[config.mk]
export PLATFORM = sky130hd
export DESIGN_NAME = tlbi_axis
export DESIGN_NICKNAME = d
export VERILOG_FILES = /design/src/rtl/table_lookup_bilinear_interp_macros.svh /design/src/rtl/tlbi_pkg.sv /design/src/rtl/tlbi_divider.sv /design/src/rtl/tlbi_axis.sv
export SDC_FILE = /design/constraint.sdc
export NUM_CORES = 2
export LEC_CHECK = 0
export BUFFER_PORTS_ARGS = -buffer_cell sky130_fd_sc_hd__clkbuf_2
export CELL_PAD_IN_SITES_DETAIL_PLACEMENT = 1
export CELL_PAD_IN_SITES_GLOBAL_PLACEMENT = 1
export CORE_MARGIN = 2
export CORE_UTILIZATION = 55
export CTS_BUF_LIST = sky130_fd_sc_hd__clkbuf_2
export CTS_CLUSTER_DIAMETER = 100
export CTS_CLUSTER_SIZE = 8
export DETAILED_ROUTE_END_ITERATION = 12
export GPL_ROUTABILITY_DRIVEN = 0
export GPL_TIMING_DRIVEN = 0
export PLACE_DENSITY = 0.83
export SETUP_SLACK_MARGIN = 0.3
export SLEW_MARGIN = 20
export SYNTH_ARGS = -nofsm -noshare
export SYNTH_HDL_FRONTEND = slang
export SYNTH_SLANG_ARGS = --single-unit
[constraint.sdc]
create_clock -name clock -period 19.3 [get_ports clock]
set_input_delay 0.965 -clock clock [delete_from_list [all_inputs] [get_ports clock]]
set_output_delay 0.965 -clock clock [all_outputs]
set_load 0.03 [all_outputs]
[src/rtl/table_lookup_bilinear_interp_macros.svh]
// Assertion macros used by the top lookup table module.
`ifndef TABLE_LOOKUP_BILINEAR_INTERP_MACROS_SVH
`define TABLE_LOOKUP_BILINEAR_INTERP_MACROS_SVH
// Implication checked on every rising clock edge outside reset.
`define TLB_ASSERT_IMPL(label, clk, rst, ante, cons, msg) \
   label: assert property (@(posedge clk) disable iff (rst) (ante) |-> (cons)) \
      else $error(msg);
// Next-cycle implication checked outside reset.
`define TLB_ASSERT_NEXT(label, clk, rst, ante, cons, msg) \
   label: assert property (@(posedge clk) disable iff (rst) (ante) |=> (cons)) \
      else $error(msg);
`endif

[src/rtl/tlbi_pkg.sv]
`timescale 1ns / 1ps
package tlbi_pkg;
   localparam int MAX_X_POINTS_DEF = 16;
   localparam int MAX_Y_POINTS_DEF = 16;
   localparam int VALUE_WIDTH_DEF  = 16;
   localparam int FRAC_BITS_DEF    = 16;
   localparam int CFG_WIDTH        = 5;
   localparam int SEG_WIDTH        = 4;
   localparam int CMD_WIDTH        = 2;
   localparam int IDX_WIDTH        = 4;

   typedef enum logic [1:0] {
      CMD_WRITE_X    = 2'd0,
      CMD_WRITE_Y    = 2'd1,
      CMD_WRITE_CELL = 2'd2,
      CMD_QUERY      = 2'd3
   } cmd_type;

   localparam logic [0:0] CSR_X_POINTS = 1'b0;
   localparam logic [0:0] CSR_Y_POINTS = 1'b1;
endpackage

[src/rtl/tlbi_divider.sv]
`timescale 1ns / 1ps
// Pipelined restoring divider: one quotient bit per stage.
// Quotient = (num << FRAC_BITS) / den, num < den, den > 0.
// A tag travels alongside; enable advances every stage at once.
module tlbi_divider #(
   parameter int NUM_WIDTH = 17,
   parameter int FRAC_BITS = 16,
   parameter int TAG_WIDTH = 8
) (
   input  logic                   clock,
   input  logic                   enable,
   input  logic [NUM_WIDTH-1:0]   num,
   input  logic [NUM_WIDTH-1:0]   den,
   input  logic [TAG_WIDTH-1:0]   tag_in,
   output logic [FRAC_BITS-1:0]   quot,
   output logic [TAG_WIDTH-1:0]   tag_out
);
   localparam int RW = NUM_WIDTH + 1;

   logic [RW-1:0]        rem_ff  [FRAC_BITS];
   logic [NUM_WIDTH-1:0] den_ff  [FRAC_BITS];
   logic [FRAC_BITS-1:0] q_ff    [FRAC_BITS];
   logic [TAG_WIDTH-1:0] tag_ff  [FRAC_BITS];

   // Each stage shifts the remainder and subtracts the divisor if it fits.
   for (genvar s = 0; s < FRAC_BITS; s++) begin : g_stage
      logic [RW-1:0]        rem_p;
      logic [NUM_WIDTH-1:0] den_p;
      logic [FRAC_BITS-1:0] q_p;
      logic [TAG_WIDTH-1:0] tag_p;
      logic [RW-1:0]        sh;
      logic [RW-1:0]        df;
      logic                 fits;

      // The first stage takes the inputs, later ones the stage before.
      if (s == 0) begin : g_head
         assign rem_p = {1'b0, num};
         assign den_p = den;
         assign q_p   = '0;
         assign tag_p = tag_in;
      end else begin : g_link
         assign rem_p = rem_ff[s-1];
         assign den_p = den_ff[s-1];
         assign q_p   = q_ff[s-1];
         assign tag_p = tag_ff[s-1];
      end

      always_comb begin
         sh   = {rem_p[RW-2:0], 1'b0};
         df   = sh - {1'b0, den_p};
         fits = (sh >= {1'b0, den_p});
      end
      always_ff @(posedge clock) begin
         if (enable) begin
            rem_ff[s] <= fits ? df : sh;
            den_ff[s] <= den_p;
            q_ff[s]   <= {q_p[FRAC_BITS-2:0], fits};
            tag_ff[s] <= tag_p;
         end
      end
   end

   assign quot    = q_ff[FRAC_BITS-1];
   assign tag_out = tag_ff[FRAC_BITS-1];
endmodule

[src/rtl/tlbi_axis.sv]
`timescale 1ns / 1ps
// One breakpoint axis: storage, segment search and weight pipeline.
// Stage A registers the match flags, stage B picks the segment, then the
// divider stages form the quotient and a final register forms the weight.
module tlbi_axis #(
   parameter int MAX_POINTS  = 16,
   parameter int VALUE_WIDTH = 16,
   parameter int FRAC_BITS   = 16,
   parameter int SEG_W       = 4
) (
   input  logic                          clock,
   input  logic                          enable,
   input  logic                          wr_en,
   input  logic [$clog2(MAX_POINTS)-1:0] wr_index,
   input  logic signed [VALUE_WIDTH-1:0] wr_value,
   input  logic [$clog2(MAX_POINTS):0]   points,
   input  logic signed [VALUE_WIDTH-1:0] coord,
   output logic [SEG_W-1:0]              seg,
   output logic [FRAC_BITS:0]            frac
);
   import tlbi_pkg::*;
   localparam int PW = $clog2(MAX_POINTS) + 1;
   localparam int IW = $clog2(MAX_POINTS);
   localparam int DW = VALUE_WIDTH + 1;
   localparam int TW = SEG_W + 2;

   // Weight modes carried alongside the divider.
   localparam logic [1:0] MODE_ZERO  = 2'd0;
   localparam logic [1:0] MODE_FULL  = 2'd1;
   localparam logic [1:0] MODE_DIV   = 2'd2;
   localparam logic [1:0] MODE_START = 2'd3;

   logic signed [VALUE_WIDTH-1:0] bp_ff [MAX_POINTS];

   always_ff @(posedge clock) begin
      if (wr_en) begin
         bp_ff[wr_index] <= wr_value;
      end
   end

   // Stage A: compare the coordinate with every breakpoint.
   logic [MAX_POINTS-1:0]         ge_in, ge_ff;
   logic [PW-1:0]                 n_ff;
   logic signed [VALUE_WIDTH-1:0] q_ff;
   logic                          top_in, top_ff, bot_in, bot_ff;
   logic [IW-1:0]                 last_idx;

   always_comb begin
      last_idx = IW'(points - PW'(1));
      for (int k = 0; k < MAX_POINTS; k++) begin
         ge_in[k] = (coord >= bp_ff[k]);
      end
      top_in = (coord >= bp_ff[last_idx]);
      bot_in = (coord <= bp_ff[0]);
   end

   always_ff @(posedge clock) begin
      if (enable) begin
         ge_ff  <= ge_in;
         n_ff   <= points;
         q_ff   <= coord;
         top_ff <= top_in;
         bot_ff <= bot_in;
      end
   end

   // Stage B: first k with q >= a[k] and q < a[k+1]; fetch its breakpoints.
   logic [IW-1:0] k_sel;
   logic          found;
   logic [SEG_W-1:0]              seg_in, seg_ff;
   logic [1:0]                    mode_in, mode_ff;
   logic [DW-1:0]                 num_in, den_in, num_ff, den_ff;

   always_comb begin
      k_sel = '0;
      found = 1'b0;
      for (int k = MAX_POINTS - 2; k >= 0; k--) begin
         if ((k + 1) < n_ff && ge_ff[k] && !ge_ff[k+1]) begin
            k_sel = IW'(k);
            found = 1'b1;
         end
      end
      num_in = DW'(bp_ff[k_sel + IW'(1)]) - DW'(q_ff);
      den_in = DW'(bp_ff[k_sel + IW'(1)]) - DW'(bp_ff[k_sel]);
      // A coordinate exactly on the lower breakpoint has zero weight.
      if (top_ff) begin
         seg_in  = SEG_W'(n_ff - PW'(2));
         mode_in = MODE_FULL;
      end else if (bot_ff || !found) begin
         seg_in  = '0;
         mode_in = MODE_ZERO;
      end else begin
         seg_in  = SEG_W'(k_sel);
         mode_in = (num_in == den_in) ? MODE_START : MODE_DIV;
      end
      if (mode_in != MODE_DIV) begin
         num_in = '0;
         den_in = DW'(1);
      end
   end

   always_ff @(posedge clock) begin
      if (enable) begin
         seg_ff  <= seg_in;
         mode_ff <= mode_in;
         num_ff  <= num_in;
         den_ff  <= den_in;
      end
   end

   logic [FRAC_BITS-1:0] quot;
   logic [TW-1:0]        tag_out;

   tlbi_divider #(.NUM_WIDTH(DW), .FRAC_BITS(FRAC_BITS), .TAG_WIDTH(TW)) u_div (
      .clock   (clock),
      .enable  (enable),
      .num     (num_ff),
      .den     (den_ff),
      .tag_in  ({mode_ff, seg_ff}),
      .quot    (quot),
      .tag_out (tag_out)
   );

   // Final weight: one minus quotient, or a fixed end value.
   always_ff @(posedge clock) begin
      if (enable) begin
         seg <= tag_out[SEG_W-1:0];
         case (tag_out[TW-1:SEG_W])
            MODE_FULL: frac <= (FRAC_BITS+1)'(1) << FRAC_BITS;
            MODE_DIV:  frac <= ((FRAC_BITS+1)'(1) << FRAC_BITS) - {1'b0, quot};
            default:   frac <= '0;
         endcase
      end
   end
endmodule

==> results.txt <==
Status = finished, violations left
Failing checks = DRC
Post-CTS Repair Setup Buffers = 0
Post-synth ARST share = 0%
Critical Path Max Stage Delay = 0.79 ns
Cell count after synthesis = 5523
Synth warn = 0
Flop pwr share = 38.5%
Starting Density = 55.3%
Leak pwr = 28.2 nW
Largest net degree at the start of global routing = 103
Worst-Skew Late Latency = 1.69 ns
Post-cts gate resize count = 0
Slew Limit Headroom = 16.6%
Mean Syn Cell Area = 11.6 um^2
Layout cell share with drive strength beyond 1 = 9.07%
Tmin final = 13.22 ns
Max Clock Freq = 75.6 MHz
DIE AREA = 0.119 mm^2
DRT Pass-1 Iters = 10
Switch Pwr = 3.86 mW
# nets final = 6459
Hpwl dp = 152000 um
WS Path Type = flip-flop to flip-flop
Switching Share = 41.9%
Cell Rows = 125
Vias in the first global route = 50700
Mux contribution to synthesized area = 5.58%
CTS buffer count = 155
Int Pwr = 5.36 mW
Residual DRC = 2
Worst Setup End Kind = flip-flop
Max Slew Vio Count = 0
Pwr per Cell Area = 135 mW/mm^2
Longest Clk Path Bufs = 3
Number of synthesized flops with an enable pin = 1098
Vias = 47100
Chip height = 346 um
Crit share post-route = 68.5%
VDD IR-drop max = 0.0000766 V
DRT iter0 DRCs = 4702
Synth Area in Simple Gates = 9.64%
Filler instances = 12100
Final TNS setup = 0 ns
Syn_nets = 6164
Crit path DAT = 14.58 ns
Sequential area share after synthesis = 51.4%
Mapped Area = 0.0642 mm^2
XOR/XNOR share of the synthesized area = 3.87%
Final Util = 59.0%
Reg clk slew, reported paths = 0.23 ns
CP max-delay cell = clkbuf_1
Logic pwr share = 49.7%
CTS tree = yes
Reg2reg setup slack = 6.08 ns
Port-buffer cells = 64
RSZ-0062 raised after global routing = no
FF+latch count, synth = 1098
CP Data Required Time = 20.66 ns
Drt total wl = 200000 um
DR WL/cell = 27.2 um
CP Max Fanout = 10
Gr usage total = 33.5%
GR Overflow Total = 0
Synthesis-to-layout area growth = 6.58%
Synth Area in Adders = 11.9%
# setup viols final = 0
Crit start category = flip-flop
Vias per cell = 6.40
Total core area = 0.116 mm^2
CTS sink cnt = 1098
Worst hold path class = primary input to flip-flop
Ports = 65
Root Buffer = clkbuf_2
Die X = 346 um
First-pass GRT wire length = 303000 um
Synth unique cells = 109
Max Cap Violations = 0
Clock group share of total power = 11.8%
Final Skew = 0.106 ns
Synth Area in Compound Gates = 12.6%
H-tree level count = 4
Main combinational cell family by area after synthesis = compound AO/OA/AOI/OAI gates
Worst Max-Slew Pin Slew = 1.25 ns
Initial antenna violation count = 6
Synth Flop Type = edfxtp_1
Total Power = 9.22 mW
Hold_buf cts = 47
Post-route ant nets = 0
Final Hold Fails = 0
-- final timing paths --
| path | to | start | cells after the start |
|---|---|---|---|
| worst max register to register | num_ff[3] | n_ff[2] | 37 |
| worst min-delay path | bp_ff[7][1] | wr_value[1] | 2 |
| worst min register to register | u_div.q_ff[0][49] | u_div.q_ff[0][32] | 0 |
| worst max-delay path | num_ff[3] | n_ff[2] | 37 |
-- Yosys cell counts, drive strengths merged, types with 39 or more instances --
cell / instances / area share, %
ha: 580 / 11
a31oi: 43 / 0.42
o21ai: 268 / 2.1
xor2: 42 / 0.57
nand4: 109 / 1.1
nor3: 45 / 0.37
a21boi: 86 / 1.0
mux2i: 46 / 0.74
nand3: 56 / 0.44
xnor2: 227 / 3.2
a21oi: 368 / 2.9
mux4: 129 / 4.5
edfxtp: 1098 / 51
nand2b: 85 / 0.83
clkbuf: 118 / 0.69
nor2b: 102 / 0.99
nand2: 346 / 2.0
inv: 675 / 3.9
a211oi: 56 / 0.67
nor2: 397 / 2.4
a21o: 223 / 2.6
o211ai: 39 / 0.46
-- cell usage in the layout, fill, tap and decap left out, types with 17 or more instances in the layout --
master,instances
mux2i_1,45
dlygate4sd3_1,50
nand4_1,108
nor3_1,39
mux2_2,18
clkbuf_1,116
o21ai_0,256
a21oi_1,361
nand2_1,345
ha_1,580
nor2_2,25
nor2_1,364
a31oi_1,43
nor4_1,19
nand2b_1,85
clkbuf_2,224
mux4_2,129
a21boi_0,86
a21o_1,223
nor2b_1,102
inv_1,674
o211ai_1,39
xnor2_1,224
edfxtp_1,1098
o21a_1,34
fa_1,17
nand3_1,55
a211oi_1,53
xor2_1,42
-- sequential cells by signal, indices dropped and copies added, names as in the netlist, 17 cells and up --
signal,cells
bp_ff,256
u_div.den_ff,255
u_div.rem_ff,255
u_div.q_ff,136
u_div.tag_ff,96
den_ff,17
frac,17
num_ff,17
-- cell families (layout without fill, tap and decap cells) --
logic type                 Yosys count  in the layout
adders and majority gates          601            601
buffers and inverters              831           1141
DFF                               1098           1098
muxes                              193            193
and+or+nand+nor                   1266           1266
AOI/OAI and AO/OA                 1261           1261
xor gates and xnor gates           273            273
other                                0             11
-- per-layer routing --
layer	up-vias	share of wire [%]	global-route usage [%]
met1	23400	37	39.6
met3	733	8.3	7.70
li1	20800	-	-
met5	-	0.019	0
met4	6	6.6	19.8
met2	2251	48	56.0
-- critical path, delay by kind of cell (launching register included) --
kind / cells / cell delay [ns]
adders and majority gates: 4 / 1.29
muxes: 2 / 0.74
buffers and inverters: 14 / 5.47
xor gates and xnor gates: 1 / 0.22
DFF: 1 / 0.52
and+or+nand+nor: 8 / 1.34
AOI/OAI and AO/OA: 8 / 3.27
-- cell type report --
cell class | instances | area [um^2] | share of cell area (%)
Sequential cell | 1098 | 33000 | 48.2
Buffer | 154 | 697 | 1.02
Multi-Input combinational cell | 3594 | 28100 | 41.1
Clock buffer | 157 | 786 | 1.15
Timing Repair Buffer | 138 | 1220 | 1.79
Antenna cell | 11 | 27.5 | 0.0402
Tap cell | 1524 | 1910 | 2.79
Inverter | 677 | 2540 | 3.71
Clock inverter | 15 | 161 | 0.236
-- power by group through the flow --
stage	clock, mW	sequential, mW	combinational (mW)
after detailed placement	0	3.61	4.48
after global routing	1.19	3.59	4.99
after floorplan	0	3.48	3.20
final	1.08	3.56	4.58
after global placement	0	3.64	4.16
after CTS	1.10	3.55	4.53
-- through the flow --
| stage | setup slack, ns | hold WS (ns) | cell area, um^2 | cells |
|---|---|---|---|---|
| 2_1_floorplan | 10.47 | 0.400 | 64200 | 5523 |
| 3_3_place_gp | 3.04 | 0.400 | 66400 | 7111 |
| 3_5_place_dp | 6.72 | 0.405 | 66900 | 7135 |
| 4_1_cts | 6.66 | 0.00608 | 68400 | 7354 |
| 5_1_grt | 5.88 | 0.201 | 68400 | 7365 |
| 6_report | 6.08 | 0.320 | 68400 | 7368 |
(Power assumes the default switching activity.)
